==> src/sv/tg3_pkg.sv <==
// ----------------------------------------------------------------------------
// tg3_pkg
// Shared types and constants for the toroidal 3x3 grid blur unit.
// ----------------------------------------------------------------------------
package tg3_pkg;

    localparam int ROW_W   = 6;
    localparam int COL_W   = 6;
    localparam int VAL_W   = 16;
    localparam int SIZE_W  = 7;
    localparam int CFG_W   = 16;
    localparam int CFG_A_W = 2;
    localparam int ADDR_W  = ROW_W + COL_W;

    localparam logic [SIZE_W-1:0] MAX_ROWS = 7'd64;
    localparam logic [SIZE_W-1:0] MAX_COLS = 7'd64;

    localparam logic [SIZE_W-1:0] GRID_HEIGHT_RST = 7'd64;
    localparam logic [SIZE_W-1:0] GRID_WIDTH_RST  = 7'd64;
    localparam logic [VAL_W-1:0]  BLUR_AMOUNT_RST = 16'd7864;

    // register indexes on the config port
    localparam logic [CFG_A_W-1:0] CFG_GRID_HEIGHT = 2'd0;
    localparam logic [CFG_A_W-1:0] CFG_GRID_WIDTH  = 2'd1;
    localparam logic [CFG_A_W-1:0] CFG_BLUR_AMOUNT = 2'd2;

    localparam logic OP_WRITE = 1'b0;
    localparam logic OP_READ  = 1'b1;

    // neighbour sequence: centre, four sides, four corners
    localparam logic [3:0] NBR_LAST = 4'd8;

    // (x * RECIP3) >> RECIP3_SH equals x / 3 for x below 2^19
    localparam logic [17:0] RECIP3    = 18'd174763;
    localparam int          RECIP3_SH = 19;
    localparam logic [36:0] HALF_DEN  = 37'd393216;

    typedef struct packed {
        logic              op;
        logic [ROW_W-1:0]  row;
        logic [COL_W-1:0]  col;
        logic [VAL_W-1:0]  cell_value;
    } in_t;

    typedef struct packed {
        logic [ROW_W-1:0]  out_row;
        logic [COL_W-1:0]  out_col;
        logic [VAL_W-1:0]  blurred_value;
        logic              out_of_range;
    } out_t;

    typedef enum logic [1:0] {
        CMD_WRITE,
        CMD_READ,
        CMD_READ_OOR
    } cmd_kind_t;

    typedef struct packed {
        cmd_kind_t         kind;
        logic [ROW_W-1:0]  row;
        logic [COL_W-1:0]  col;
        logic [ROW_W-1:0]  up;
        logic [ROW_W-1:0]  dn;
        logic [COL_W-1:0]  lf;
        logic [COL_W-1:0]  rt;
        logic [VAL_W-1:0]  value;
    } cmd_t;

    typedef struct packed {
        logic full;
        logic empty;
    } fifo_stat_t;

    typedef struct packed {
        logic clearing;
    } back_stat_t;

    typedef enum logic [2:0] {
        BK_CLEAR,
        BK_IDLE,
        BK_READ,
        BK_DRAIN,
        BK_MUL,
        BK_SUM,
        BK_DIV
    } bk_state_t;

endpackage

==> src/sv/tg3_front.sv <==
// ----------------------------------------------------------------------------
// tg3_front
// Accepts requests, classifies them against the grid size and works out
// the wrapped neighbour rows and columns for the back end.
// ----------------------------------------------------------------------------
module tg3_front
    import tg3_pkg::*;
(
    input  logic              s_valid,
    output logic              s_ready,
    input  in_t               s_data,
    input  logic [SIZE_W-1:0] grid_height,
    input  logic [SIZE_W-1:0] grid_width,
    input  fifo_stat_t        fifo_stat,
    input  back_stat_t        back_stat,
    output logic              push,
    output cmd_t              cmd
);

    logic [SIZE_W-1:0] h_eff;
    logic [SIZE_W-1:0] w_eff;
    logic [SIZE_W-1:0] h_m1;
    logic [SIZE_W-1:0] w_m1;
    logic              on_grid;

    always_comb begin
        if (grid_height == '0) begin
            h_eff = SIZE_W'(1);
        end else if (grid_height > MAX_ROWS) begin
            h_eff = MAX_ROWS;
        end else begin
            h_eff = grid_height;
        end
        if (grid_width == '0) begin
            w_eff = SIZE_W'(1);
        end else if (grid_width > MAX_COLS) begin
            w_eff = MAX_COLS;
        end else begin
            w_eff = grid_width;
        end
        h_m1 = h_eff - SIZE_W'(1);
        w_m1 = w_eff - SIZE_W'(1);
        on_grid = ({1'b0, s_data.row} < h_eff) && ({1'b0, s_data.col} < w_eff);

        cmd.row   = s_data.row;
        cmd.col   = s_data.col;
        cmd.value = s_data.cell_value;
        cmd.up    = (s_data.row == '0) ? h_m1[ROW_W-1:0] : s_data.row - ROW_W'(1);
        cmd.dn    = ({1'b0, s_data.row} == h_m1) ? '0 : s_data.row + ROW_W'(1);
        cmd.lf    = (s_data.col == '0) ? w_m1[COL_W-1:0] : s_data.col - COL_W'(1);
        cmd.rt    = ({1'b0, s_data.col} == w_m1) ? '0 : s_data.col + COL_W'(1);

        if (s_data.op == OP_WRITE) begin
            cmd.kind = CMD_WRITE;
        end else if (on_grid) begin
            cmd.kind = CMD_READ;
        end else begin
            cmd.kind = CMD_READ_OOR;
        end

        s_ready = !fifo_stat.full && !back_stat.clearing;
        // writes outside the grid are dropped here
        push = s_valid && s_ready && !(s_data.op == OP_WRITE && !on_grid);
    end

endmodule

==> config.mk <==
export PLATFORM = sky130hd
export DESIGN_NAME = tg3_front
export DESIGN_NICKNAME = d
export VERILOG_FILES = /design/src/sv/tg3_pkg.sv /design/src/sv/tg3_front.sv
export SDC_FILE = /design/constraint.sdc
export NUM_CORES = 1
export LEC_CHECK = 0
export BUFFER_PORTS_ARGS = -buffer_cell sky130_fd_sc_hd__buf_2
export CORE_MARGIN = 2
export CORE_UTILIZATION = 40
export DETAILED_ROUTE_END_ITERATION = 16
export PLACE_DENSITY = 0.79
export SLEW_MARGIN = 20
export SYNTH_ARGS = -nofsm -noshare
export SYNTH_HDL_FRONTEND = slang
export SYNTH_SLANG_ARGS = --single-unit
==> constraint.sdc <==
create_clock -name vclk -period 3.26
set_clock_uncertainty 0.15 [all_clocks]
set_input_delay 0.652 -clock vclk [all_inputs]
set_output_delay 0.652 -clock vclk [all_outputs]
set_load 0.02 [all_outputs]
==> metrics.yaml <==
status: "finished with violations"
violations: "negative setup slack"
synth_common_cells: "29 x nor2_1, 28 x buf_4, 20 x ha_1"
dp_hpwl_mm: 3.06
drive_gt1_frac: 0.470
p_leak_nw: 1.05
grt_pass1_vias: 1506
hold_viol: 0
dieArea_um2: 4300
syn_nets: 289
nFlopsAndLatches: 0
numPortBuffers: 70
wl_met1_mm: 1.64
syn_area_um2: 1520
hold_slack_ps: 1150
critPathLaunch: "grid_width[4]"
regArea_um2: 0
endpoint: "cmd[17]"
wl_met3_um: 225
ir_worst_vdd_uv: 76.5
postPlaceCellArea_um2: 1910
finalSetupTns_ps: -3020
area_growth_pct: 46.5
ys_seq_area_frac: 0
cp-end-kind: "output port"
maxUsedRoutingLayer: "met4"
synth_cells: 222
grt_max_degree: 12
final_area_um2: 2220
dieWidth_um: 65.6
fin_crit_sh: 1.11
grt_pass1_wl_mm: 6.09
yosys.area.top_type: "ha_1"
gr-total-overflow: 0
postSynthAreaPerCell_um2: 6.84
min_period_ps: 3610
vias_per_cell: 5.04
power_per_cell_area_nw_per_um2: 164
yosys_warnings: 0
wl_per_cell_um: 12.1
startpoint_type: "input port"
drv_slew: 0
total_power_mw: 0.364
antenna_found_initial: 0
crit_type: "in -> out"
synthDominantCellAreaShare: 0.165
nNetsFinal: 356
setup_viol: 12
grt_setup_unrepaired: "true"
num_rows: 22
drt_first_pass_iters: 5
ios: 103
fillers: 314
start_util: 0.415
cts_hold_buf: 0
globalplace.congestion: 0.813
yosys-top-cells-area: "ha_1 16%, buf_4 14%, nor2_1 7.2%"
wl_met2_mm: 2.18
drtIter0Drc: 50
worst_pin_slew_ps: 363
diodes: 0
cap_violations: 0
antenna_left: 0
worstPathMaxFanout: 5
fmax_ghz: 0.277
clkbuf_count: 0
arrival_ps: 2810
hp-class: "in -> out"
finalWirelength_mm: 4.05
core_area_um2: 3660
synth_most_common_cell: "nor2_1"
slew_headroom: 0.758
required_ps: 2460
route.vias.total: 1690
worst_slack_ps: -354
dieHeight_um: 65.6
grt_usage: 0.170
yosysUniqueCellTypes: 45
pre_cts_ws_ps: -408
drc_errors: 0
## metrics by stage
step                      cells   util
after CTS                   334  0.579
after global routing        335  0.607
after global placement      327  0.521
after detailed placement    327  0.521
after floorplan             222      -
final                       335  0.607
## cells by family (layout without fill, tap and decap cells)
logic type	after synthesis	in the layout	share of synthesized area
fa+ha+maj	20	20	0.165
buf+inv	49	114	0.191
simple gates	82	82	0.277
compound gates	39	39	0.167
mux	7	7	0.0470
xor+xnor	25	25	0.153
## metal layers
layer,vias up,track usage
li1,857,-
met1,772,0.203
met2,57,0.348
met3,4,0.00342
met4,0,0.00781
met5,-,0
## how the worst min path moves through the flow
stage                          start  slack (ps)  cells after the start       to
after floorplan           s_data[21]        1220                      1  cmd[21]
after global placement     s_data[0]        1150                      0   cmd[0]
after detailed placement   s_data[0]        1150                      0   cmd[0]
after CTS                  s_data[0]        1150                      0   cmd[0]
after global routing       s_data[5]        1150                      0   cmd[5]
final                     s_data[11]        1150                      0  cmd[11]
## final cells by class
class,instances,area (um2),share of cell area
multi-input cells,173,1400,0.629
well taps,48,60.1,0.0270
inverters,12,45.0,0.0203
repair buffers,102,719,0.324
## what timing repair did
action / 4_1_cts / 5_1_grt
endpoints found under the setup margin: 17 / 18
pin swaps: 17 / 17
resized for setup: 40 / 25
setup buffers: 9 / 2
## critical path, cell delays in order
cell     delay (ps)
buf_6            90
or2_4           250
nor4_4          130
nor2_1           80
nor2_2          150
inv_2            60
ha_4            160
xnor3_1         380
nand4_1         180
nor4b_4         280
buf_6           190
nor2b_1          50
buf_2           150
## layout by cell type (no fill, tap or decap), types with 3 or more instances in the layout
cell / n
xor2_1: 12
nor2_1: 22
mux2i_1: 6
nor3_1: 4
nor2_4: 4
a21oi_1: 11
nand2_1: 19
nor2_2: 4
nand3_1: 5
ha_1: 16
nor2b_1: 7
o21a_1: 3
inv_1: 10
buf_4: 33
buf_2: 50
o21ai_0: 6
xnor2_1: 12
buf_6: 17
ha_4: 4
## report_power, final
| part | internal, mW | leakage [nW] | switching, mW | total (mW) |
|---|---|---|---|---|
| logic | 0.170 | 1.05 | 0.193 | 0.364 |
| clock network | 0 | 0 | 0 | 0 |
| registers | 0 | 0 | 0 | 0 |
(Power assumes the default switching activity.)
