### config.mk
export PLATFORM = sky130hd
export DESIGN_NAME = tg3_cmd_fifo
export DESIGN_NICKNAME = d
export VERILOG_FILES = /design/src/sv/tg3_pkg.sv /design/src/sv/tg3_cmd_fifo.sv
export SDC_FILE = /design/constraint.sdc
export NUM_CORES = 1
export LEC_CHECK = 0
export ABC_AREA = 0
export BUFFER_PORTS_ARGS = -buffer_cell sky130_fd_sc_hd__buf_2
export CORE_MARGIN = 4
export CORE_UTILIZATION = 50
export CTS_CLUSTER_SIZE = 30
export DETAILED_ROUTE_END_ITERATION = 8
export PLACE_DENSITY = 0.8
export SLEW_MARGIN = 40
export SYNTH_ARGS = -nofsm -noshare
export SYNTH_HDL_FRONTEND = slang
export SYNTH_SLANG_ARGS = --single-unit
### constraint.sdc
create_clock -name aclk -period 7.5 [get_ports aclk]
set_input_delay 0.75 -clock aclk [delete_from_list [all_inputs] [get_ports aclk]]
set_output_delay 0.75 -clock aclk [all_outputs]
set_load 0.05 [all_outputs]
### src/sv/tg3_pkg.sv
// ----------------------------------------------------------------------------
// tg3_pkg
// Shared types and constants for the toroidal 3x3 grid blur unit.
// ----------------------------------------------------------------------------
package tg3_pkg;

    localparam int ROW_W   = 6;
    localparam int COL_W   = 6;
    localparam int VAL_W   = 16;
    localparam int SIZE_W  = 7;
    localparam int CFG_W   = 16;
    localparam int CFG_A_W = 2;
    localparam int ADDR_W  = ROW_W + COL_W;

    localparam logic [SIZE_W-1:0] MAX_ROWS = 7'd64;
    localparam logic [SIZE_W-1:0] MAX_COLS = 7'd64;

    localparam logic [SIZE_W-1:0] GRID_HEIGHT_RST = 7'd64;
    localparam logic [SIZE_W-1:0] GRID_WIDTH_RST  = 7'd64;
    localparam logic [VAL_W-1:0]  BLUR_AMOUNT_RST = 16'd7864;

    // register indexes on the config port
    localparam logic [CFG_A_W-1:0] CFG_GRID_HEIGHT = 2'd0;
    localparam logic [CFG_A_W-1:0] CFG_GRID_WIDTH  = 2'd1;
    localparam logic [CFG_A_W-1:0] CFG_BLUR_AMOUNT = 2'd2;

    localparam logic OP_WRITE = 1'b0;
    localparam logic OP_READ  = 1'b1;

    // neighbour sequence: centre, four sides, four corners
    localparam logic [3:0] NBR_LAST = 4'd8;

    // (x * RECIP3) >> RECIP3_SH equals x / 3 for x below 2^19
    localparam logic [17:0] RECIP3    = 18'd174763;
    localparam int          RECIP3_SH = 19;
    localparam logic [36:0] HALF_DEN  = 37'd393216;

    typedef struct packed {
        logic              op;
        logic [ROW_W-1:0]  row;
        logic [COL_W-1:0]  col;
        logic [VAL_W-1:0]  cell_value;
    } in_t;

    typedef struct packed {
        logic [ROW_W-1:0]  out_row;
        logic [COL_W-1:0]  out_col;
        logic [VAL_W-1:0]  blurred_value;
        logic              out_of_range;
    } out_t;

    typedef enum logic [1:0] {
        CMD_WRITE,
        CMD_READ,
        CMD_READ_OOR
    } cmd_kind_t;

    typedef struct packed {
        cmd_kind_t         kind;
        logic [ROW_W-1:0]  row;
        logic [COL_W-1:0]  col;
        logic [ROW_W-1:0]  up;
        logic [ROW_W-1:0]  dn;
        logic [COL_W-1:0]  lf;
        logic [COL_W-1:0]  rt;
        logic [VAL_W-1:0]  value;
    } cmd_t;

    typedef struct packed {
        logic full;
        logic empty;
    } fifo_stat_t;

    typedef struct packed {
        logic clearing;
    } back_stat_t;

    typedef enum logic [2:0] {
        BK_CLEAR,
        BK_IDLE,
        BK_READ,
        BK_DRAIN,
        BK_MUL,
        BK_SUM,
        BK_DIV
    } bk_state_t;

endpackage

### src/sv/tg3_cmd_fifo.sv
// ----------------------------------------------------------------------------
// tg3_cmd_fifo
// Two-entry command queue between the front and back ends.
// ----------------------------------------------------------------------------
module tg3_cmd_fifo
    import tg3_pkg::*;
(
    input  logic       aclk,
    input  logic       aresetn,
    input  logic       push,
    input  cmd_t       push_cmd,
    input  logic       pop,
    output cmd_t       head_cmd,
    output fifo_stat_t stat
);

    cmd_t       slot_reg [2];
    logic       wr_ptr_reg;
    logic       rd_ptr_reg;
    logic [1:0] count_reg;
    logic       wr_ptr_next;
    logic       rd_ptr_next;
    logic [1:0] count_next;
    logic       do_push;
    logic       do_pop;

    always_comb begin
        stat.full   = (count_reg == 2'd2);
        stat.empty  = (count_reg == 2'd0);
        do_push     = push && !stat.full;
        do_pop      = pop && !stat.empty;
        wr_ptr_next = wr_ptr_reg ^ do_push;
        rd_ptr_next = rd_ptr_reg ^ do_pop;
        count_next  = count_reg + 2'(do_push) - 2'(do_pop);
        head_cmd    = slot_reg[rd_ptr_reg];
    end

    always_ff @(posedge aclk) begin
        if (!aresetn) begin
            wr_ptr_reg <= 1'b0;
            rd_ptr_reg <= 1'b0;
            count_reg  <= 2'd0;
        end else begin
            wr_ptr_reg <= wr_ptr_next;
            rd_ptr_reg <= rd_ptr_next;
            count_reg  <= count_next;
        end
    end

    always_ff @(posedge aclk) begin
        if (do_push) begin
            slot_reg[wr_ptr_reg] <= push_cmd;
        end
    end

endmodule

==> flow_summary.html, run 1 <==
<table>
<tr><th>Metric</th><th>Value</th></tr>
<tr><th colspan="2">Status</th></tr>
<tr><td>Status</td><td>complete, no violations</td></tr>
<tr><th colspan="2">Worst setup path</th></tr>
<tr><td>Crit path kind</td><td>reg -&gt; out</td></tr>
<tr><td>Req. time, crit path</td><td>~6.8 ns</td></tr>
<tr><td>Crit-path slowest cell</td><td>sky130_fd_sc_hd__dfxtp_4</td></tr>
<tr><td>Critical path cell sequence</td><td>buf_12, mux2_2, buf_2</td></tr>
<tr><td>Worst Setup Start Kind</td><td>register</td></tr>
<tr><td>Data arrival, critical path</td><td>2.04 ns</td></tr>
<tr><td>Critical-path maximum fanout</td><td>30</td></tr>
<tr><td>Kind of end point of the critical path</td><td>output port</td></tr>
<tr><td>Largest stage delay, worst path</td><td>approximately 0.65 ns</td></tr>
<tr><th colspan="2">CTS</th></tr>
<tr><td>CTS tree</td><td>built</td></tr>
<tr><td>Clock transition time at the flip-flop clock pins of the worst setup and hold paths</td><td>0.05 ns</td></tr>
<tr><td>CTS HTree Levels</td><td>4</td></tr>
<tr><td>Clk sink count</td><td>roughly 110</td></tr>
<tr><td>Resized cells post-CTS</td><td>0</td></tr>
<tr><td>Root Driver</td><td>sky130_fd_sc_hd__clkbuf_8</td></tr>
<tr><td>Buffer levels on the longest clock path</td><td>2</td></tr>
<tr><td>Clock latency of the later-clocked register in the worst-skew pair</td><td>0.49 ns</td></tr>
<tr><td>CTS hold repair buffers</td><td>0</td></tr>
<tr><td>Post-CTS setup-driven buffer insertion count</td><td>0</td></tr>
<tr><td>CTS buffer count</td><td>17</td></tr>
<tr><th colspan="2">Global routing</th></tr>
<tr><td>Via count of the first global-routing pass</td><td>approximately 2300</td></tr>
<tr><td>Overall track demand over capacity in global routing</td><td>roughly 14%</td></tr>
<tr><td>Wire length of the first global-routing pass</td><td>~11000 um</td></tr>
<tr><td>Final global-route overflow total</td><td>0</td></tr>
<tr><td>Number of antenna violations at the first check in global routing</td><td>0</td></tr>
<tr><td>Maximum number of pins on one net before global-route repair</td><td>31</td></tr>
<tr><th colspan="2">Final layout</th></tr>
<tr><td>Diodes inserted</td><td>0</td></tr>
<tr><td>FF/Latch Area</td><td>3347 um^2</td></tr>
<tr><td>Number of fill cells</td><td>611</td></tr>
<tr><td>Number of flip-flops under the largest register name</td><td>~110</td></tr>
<tr><td>Most frequent standard cell in the layout excluding fill and tap cells</td><td>sky130_fd_sc_hd__buf_2</td></tr>
<tr><td>Footprint of the multi-input gates</td><td>950.9 um^2</td></tr>
<tr><td>Area growth from synthesis to layout</td><td>27.20%</td></tr>
<tr><td>Highest-count cells in the layout ignoring fill and taps</td><td>113 x sky130_fd_sc_hd__buf_2, 108 x sky130_fd_sc_hd__edfxtp_1, 50 x sky130_fd_sc_hd__mux2_4</td></tr>
<tr><td>Layout net count</td><td>between 300 and 400</td></tr>
<tr><td>Final instance area</td><td>5612 um^2</td></tr>
<tr><td>Fraction of layout instances using a drive strength above 1</td><td>about 60%</td></tr>
<tr><th colspan="2">Drt</th></tr>
<tr><td>Drt drc</td><td>0</td></tr>
<tr><td>Drt via density</td><td>4.799</td></tr>
<tr><td>WL per Instance</td><td>15.76 um</td></tr>
<tr><td>First-iteration detailed-routing DRC count</td><td>between 40 and 50</td></tr>
<tr><td>Detailed-router iteration count before antenna repair</td><td>4</td></tr>
<tr><td>Vias post-DR</td><td>2126</td></tr>
<tr><td>Routed WL</td><td>6983 um</td></tr>
<tr><td>Final antenna-violating net count</td><td>0</td></tr>
<tr><th colspan="2">Power and ir drop</th></tr>
<tr><td>Worst supply voltage drop on vdd</td><td>approximately 0.00025 V</td></tr>
<tr><td>Leakage component of the power</td><td>0.002249 uW</td></tr>
<tr><td>PD cells</td><td>410.8 nW/um^2</td></tr>
<tr><td>Power Total</td><td>2305 uW</td></tr>
<tr><th colspan="2">Floorplanning</th></tr>
<tr><td>Effective utilization at floorplan</td><td>about 50%</td></tr>
<tr><td>Die Footprint</td><td>10390 um^2</td></tr>
<tr><td>Core area</td><td>8636 um^2</td></tr>
<tr><td>Floorplan row count</td><td>34</td></tr>
<tr><td>Number of placed I/O pins</td><td>between 100 and 150</td></tr>
<tr><td>Die Width</td><td>101.9 um</td></tr>
<tr><td>Die height</td><td>101.9 um</td></tr>
<tr><th colspan="2">Timing</th></tr>
<tr><td>Relative slew slack</td><td>a little under three fifths</td></tr>
<tr><td>Final total negative setup slack</td><td>0 ns</td></tr>
<tr><td>Count of pins over their slew limit</td><td>0</td></tr>
<tr><td>Actual slew at the worst max-slew pin</td><td>0.6661 ns</td></tr>
<tr><td>Portion of the clock cycle consumed by the worst path in the final layout</td><td>37.24%</td></tr>
<tr><td>Final hold vios</td><td>0</td></tr>
<tr><td>Clock Skews</td><td>0.006003 ns</td></tr>
<tr><td>Unrepaired setup endpoints after global routing</td><td>false</td></tr>
<tr><td>Setup violation total in the final timing report</td><td>0</td></tr>
<tr><td>Min Tclk post-route</td><td>2.793 ns</td></tr>
<tr><td>Achievable Freq</td><td>0.3580 GHz</td></tr>
<tr><th colspan="2">Worst hold path</th></tr>
<tr><td>Classification of the worst-slack hold path</td><td>in -&gt; reg</td></tr>
<tr><th colspan="2">Logic synthesis</th></tr>
<tr><td>Seq cells post-synth</td><td>113</td></tr>
<tr><td>Part of the Yosys area used for sequential elements</td><td>75.78%</td></tr>
<tr><td>Syn Nets</td><td>255</td></tr>
<tr><td>YS warnings</td><td>0</td></tr>
<tr><td>Synthesized cell area</td><td>4412 um^2</td></tr>
<tr><td>Synthesized area per cell</td><td>roughly 23 um^2</td></tr>
<tr><td>Library cells used by synthesis</td><td>17</td></tr>
<tr><td>Syn Inst Count</td><td>193</td></tr>
<tr><th colspan="2">Flow run</th></tr>
<tr><td>Max-cap violation count</td><td>0</td></tr>
<tr><th colspan="2">Place</th></tr>
<tr><td>Post-detailed-placement half-perimeter wirelength</td><td>4774 um</td></tr>
<tr><td>Buffers added on ports</td><td>113</td></tr>
<tr><td>Placement-stage cell area</td><td>5045 um^2</td></tr>
<tr><td>Placer congestion estimate</td><td>a little under 0.7</td></tr>
</table>
## where the power goes
part | internal [uW] | total, uW | switching, uW | leakage, uW
Sequential | 804 | 850 | 46.1 | 0.00105
Clock | 500 | 752 | 251 | 0.000275
Combinational | 235 | 704 | 469 | 0.000923
Total | 1540 | 2310 | 766 | 0.00225
## synthesized netlist by cell type
cell | number | share of area [%]
sky130_fd_sc_hd__and2_1 | 2 | 0.28
sky130_fd_sc_hd__mux2i_1 | 2 | 0.45
sky130_fd_sc_hd__buf_12 | 5 | 2.3
sky130_fd_sc_hd__xnor3_1 | 1 | 0.51
sky130_fd_sc_hd__nand2_1 | 2 | 0.17
sky130_fd_sc_hd__dfxtp_1 | 5 | 2.3
sky130_fd_sc_hd__or2b_1 | 1 | 0.17
sky130_fd_sc_hd__nor2_1 | 1 | 0.085
sky130_fd_sc_hd__edfxtp_1 | 108 | 74
sky130_fd_sc_hd__mux2_2 | 4 | 1.0
sky130_fd_sc_hd__nor2b_1 | 2 | 0.28
sky130_fd_sc_hd__buf_6 | 1 | 0.26
sky130_fd_sc_hd__nand2b_1 | 1 | 0.14
sky130_fd_sc_hd__ha_1 | 4 | 1.1
sky130_fd_sc_hd__inv_1 | 3 | 0.26
sky130_fd_sc_hd__o21a_1 | 1 | 0.17
sky130_fd_sc_hd__mux2_4 | 50 | 17
## critical path, delay by kind of cell, from the launching register on
kind / cells / cell delay, ns
buffers and inverters: 2 / 0.51
DFF: 1 / 0.65
muxes: 1 / 0.37
## stage by stage
stage	worst slack (ns)	instances	hold slack, ns	utilization (%)
floorplan	4.871	193	0.4516	-
global placement	5.022	410	0.4486	58.19
detailed placement	4.991	411	0.4700	58.42
CTS	4.660	443	0.4170	64.98
global route	4.604	443	0.4179	64.98
finish	4.707	443	0.4428	64.98
## kinds of logic (layout without fill, tap and decap cells)
logic type	after synthesis	count (layout)	share of synthesized area, %
adders and majority gates	4	4	1.134
muxes	56	56	18.49
xor gates and xnor gates	1	1	0.5105
buffers and inverters	9	151	2.779
and+or+nand+nor	9	9	1.134
DFF	113	113	75.78
AOI/OAI and AO/OA	1	1	0.1702
## worst paths after layout
check / start / to / slack (ns) / cells after the start
setup / recovery: register / head_cmd[53] / 4.71 / 3
hold / removal: push_cmd[46] / slot_reg[1][46]$_DFFE_PP_ / 0.44 / 1
setup reg to reg: count_reg[1]$_SDFF_PN0_ / slot_reg[1][22]$_DFFE_PP_ / 5.33 / 4
hold reg to reg: rd_ptr_reg$_SDFF_PN0_ / register / 0.48 / 2
## layout make-up
type	count	share of cell area (%)
clock buffers	20	7.581
clock inverters	12	2.520
inverters	3	0.2007
multi-input cells	71	16.95
flip-flops and latches	113	59.64
well taps	108	2.408
repair buffers	116	10.70
## per-layer routing
layer | GRT usage [%] | wire [um] | up-vias
li1 | - | - | 1015
met1 | 15.14 | 2666 | 1023
met2 | 24.75 | 3670 | 77
met3 | 5.802 | 541 | 11
met4 | 5.853 | 104 | 0
met5 | 0 | 0 | -
Power figures use the tool's default switching activity.
==> run 2: changes to the inputs <==
- clock period: 7.5 -> 2.9 ns (I/O delays scaled with it)
==> run 2 against run 1 <==
  * Global-route usage is 2.7 points higher
  * Power rose to 2.6 times the previous value
  * Critical path depth unchanged
  * Clock power is 140% higher
  * Sequential share of layout area decreased by 4.9 points
  * Largest power group unchanged
==> flow_summary.html, run 2 (synthesized netlist as in run 1, its figures left out) <==
<table>
<tr><th>Metric</th><th>Value</th></tr>
<tr><th colspan="2">Floorplanning</th></tr>
<tr><td>Floorplan row count</td><td>34</td></tr>
<tr><td>Number of placed I/O pins</td><td>114</td></tr>
<tr><td>Effective utilization at floorplan</td><td>51.09%</td></tr>
<tr><td>Core area</td><td>8636 um^2</td></tr>
<tr><td>Die height</td><td>101.9 um</td></tr>
<tr><td>Die Footprint</td><td>10390 um^2</td></tr>
<tr><td>Die Width</td><td>101.9 um</td></tr>
<tr><th colspan="2">Drt</th></tr>
<tr><td>Detailed-router iteration count before antenna repair</td><td>4</td></tr>
<tr><td>Vias post-DR</td><td>between 2000 and 2500</td></tr>
<tr><td>WL per Instance</td><td>16.56 um</td></tr>
<tr><td>Met2 wirelength from detailed routing</td><td>4229 um</td></tr>
<tr><td>Drt drc</td><td>0</td></tr>
<tr><td>Routed length on met1</td><td>3129 um</td></tr>
<tr><td>Drt via density</td><td>roughly 4.8</td></tr>
<tr><td>Final antenna-violating net count</td><td>0</td></tr>
<tr><td>Routed WL</td><td>8216 um</td></tr>
<tr><td>Highest metal layer used by the detailed router</td><td>met4</td></tr>
<tr><td>First-iteration detailed-routing DRC count</td><td>between 100 and 150</td></tr>
<tr><td>Total length of routed met3 wires</td><td>664 um</td></tr>
<tr><th colspan="2">Power and ir drop</th></tr>
<tr><td>Power share of the combinational group</td><td>32.3%</td></tr>
<tr><td>Cell internal pwr</td><td>3927 uW</td></tr>
<tr><td>Leakage component of the power</td><td>~0.0025 uW</td></tr>
<tr><td>Power Total</td><td>5904 uW</td></tr>
<tr><td>Part of the total power dissipated in sequential elements</td><td>37.2%</td></tr>
<tr><td>PD cells</td><td>just under 1000 nW/um^2</td></tr>
<tr><td>Fraction of power spent switching nets</td><td>33.49%</td></tr>
<tr><td>Power share of the clock group</td><td>30.5%</td></tr>
<tr><td>Power spent charging and discharging nets</td><td>1977 uW</td></tr>
<tr><td>Worst supply voltage drop on vdd</td><td>0.0005746 V</td></tr>
<tr><th colspan="2">CTS</th></tr>
<tr><td>Clock latency of the later-clocked register in the worst-skew pair</td><td>0.50 ns</td></tr>
<tr><td>CTS tree</td><td>built</td></tr>
<tr><td>CTS buffer count</td><td>17</td></tr>
<tr><td>Root Driver</td><td>sky130_fd_sc_hd__clkbuf_8</td></tr>
<tr><td>CTS HTree Levels</td><td>4</td></tr>
<tr><td>Buffer levels on the longest clock path</td><td>2</td></tr>
<tr><td>Clock transition time at the flip-flop clock pins of the worst setup and hold paths</td><td>0.05 ns</td></tr>
<tr><td>Clk sink count</td><td>113</td></tr>
<tr><th colspan="2">Place</th></tr>
<tr><td>Post-detailed-placement half-perimeter wirelength</td><td>5036 um</td></tr>
<tr><td>Placement-stage cell area</td><td>just over 5000 um^2</td></tr>
<tr><td>Buffers added on ports</td><td>113</td></tr>
<tr><td>Placer congestion estimate</td><td>0.7097</td></tr>
<tr><th colspan="2">Final layout</th></tr>
<tr><td>Diodes inserted</td><td>0</td></tr>
<tr><td>Fraction of layout instances using a drive strength above 1</td><td>50.52%</td></tr>
<tr><td>Highest-count cells in the layout ignoring fill and taps</td><td>113 x sky130_fd_sc_hd__buf_2, 108 x sky130_fd_sc_hd__edfxtp_1, 54 x sky130_fd_sc_hd__dlygate4sd3_1</td></tr>
<tr><td>Most frequent standard cell in the layout excluding fill and tap cells</td><td>sky130_fd_sc_hd__buf_2</td></tr>
<tr><td>Layout net count</td><td>438</td></tr>
<tr><td>Final instance area</td><td>6110 um^2</td></tr>
<tr><td>Area growth from synthesis to layout</td><td>38.49%</td></tr>
<tr><td>Number of flip-flops under the largest register name</td><td>108</td></tr>
<tr><th colspan="2">Timing</th></tr>
<tr><td>Achievable Freq</td><td>0.4287 GHz</td></tr>
<tr><td>Count of pins over their slew limit</td><td>0</td></tr>
<tr><td>Final hold vios</td><td>0</td></tr>
<tr><td>Clock Skews</td><td>0.007469 ns</td></tr>
<tr><td>Portion of the clock cycle consumed by the worst path in the final layout</td><td>between 80 and 90%</td></tr>
<tr><td>Final total negative setup slack</td><td>0 ns</td></tr>
<tr><td>Relative slew slack</td><td>51.94%</td></tr>
<tr><td>Setup violation total in the final timing report</td><td>0</td></tr>
<tr><td>Unrepaired setup endpoints after global routing</td><td>false</td></tr>
<tr><td>Actual slew at the worst max-slew pin</td><td>approximately 0.72 ns</td></tr>
<tr><td>Min Tclk post-route</td><td>2.332 ns</td></tr>
<tr><th colspan="2">Worst setup path</th></tr>
<tr><td>Req. time, crit path</td><td>2.61 ns</td></tr>
<tr><td>Critical-path maximum fanout</td><td>33</td></tr>
<tr><td>Crit path kind</td><td>reg -&gt; out</td></tr>
<tr><td>Kind of end point of the critical path</td><td>output port</td></tr>
<tr><td>Data arrival, critical path</td><td>just over 2 ns</td></tr>
<tr><td>Worst Setup Start Kind</td><td>register</td></tr>
<tr><th colspan="2">Global routing</th></tr>
<tr><td>Maximum number of pins on one net before global-route repair</td><td>between 50 and 60</td></tr>
<tr><td>Wire length of the first global-routing pass</td><td>12540 um</td></tr>
<tr><td>Number of antenna violations at the first check in global routing</td><td>0</td></tr>
<tr><td>Overall track demand over capacity in global routing</td><td>16.83%</td></tr>
<tr><td>Final global-route overflow total</td><td>0</td></tr>
<tr><td>Via count of the first global-routing pass</td><td>around 2500</td></tr>
<tr><th colspan="2">Worst hold path</th></tr>
<tr><td>Classification of the worst-slack hold path</td><td>in -&gt; reg</td></tr>
<tr><th colspan="2">Flow run</th></tr>
<tr><td>Max-cap violation count</td><td>0</td></tr>
<tr><th colspan="2">Status</th></tr>
<tr><td>Status</td><td>complete, no violations</td></tr>
</table>
[run 2: cell types whose count changed in the layout (fill, tap and decap cells not counted), sizes merged]
| cell | delta |
|---|---|
| clkbuf | +2 |
| clkinv | -1 |
| clkinvlp | -1 |
| bufinv | -1 |
| dlygate4sd3 | +54 |
[run 2: per-layer routing]
| metal | up-vias | track usage, % |
|---|---|---|
| met5 | - | 0 |
| met4 | 0 | 8.375 |
| met3 | 18 | 6.894 |
| met2 | 91 | 27.97 |
| met1 | 1139 | 18.80 |
| li1 | 1125 | - |
[run 2: power groups by stage]
stage	Clock, uW	Combinational (uW)	Sequential, uW
5_1_grt	1930	2000	2220
2_1_floorplan	0	1630	2160
6_report	1800	1910	2200
3_5_place_dp	0	1860	2230
3_3_place_gp	0	1840	2210
4_1_cts	1840	1920	2200
[run 2: through the flow]
step	setup slack [ns]	hold slack [ns]	cells	util (%)
detailed placement	1.059	0.4818	411	58.42
CTS	0.5298	0.05972	496	70.75
finish	0.5676	0.08775	496	70.75
global placement	1.074	0.4594	411	58.42
floorplan	0.5270	0.3889	193	-
global route	0.4682	0.08837	496	70.75
[run 2: final timing paths]
check                     startpoint                        end  slack [ns]  cells past startpoint
max                         register                head_cmd[0]        0.57                      3
min                          aresetn    count_reg[0]$_SDFF_PN0_        0.09                      2
max reg2reg  count_reg[1]$_SDFF_PN0_  slot_reg[1][25]$_DFFE_PP_        1.07                      4
min reg2reg    rd_ptr_reg$_SDFF_PN0_                   register        0.51                      2
[run 2: layout make-up]
cell class	count	area, um^2
Clock buffer	22	432.9
Clock inverter	9	91.34
Fill cell	558	2526
Inverter	3	11.26
Multi-Input combinational cell	71	950.9
Sequential cell	113	3347
Tap cell	108	135.1
Timing Repair Buffer	170	1141
[run 2: worst max-delay path: stages (launching register included)]
cell                      delay [ns]
sky130_fd_sc_hd__dfxtp_4        0.62
sky130_fd_sc_hd__buf_12         0.30
sky130_fd_sc_hd__mux2_2         0.37
sky130_fd_sc_hd__buf_2          0.21
[run 2: repair_timing]
action / 4_1_cts / 5_1_grt
gates resized for setup: 0 / 0
setup endpoints to repair: 0 / 0
hold buffers: 54 / 0
hold endpoints to repair: 108 / 0
setup buffers: 0 / 0
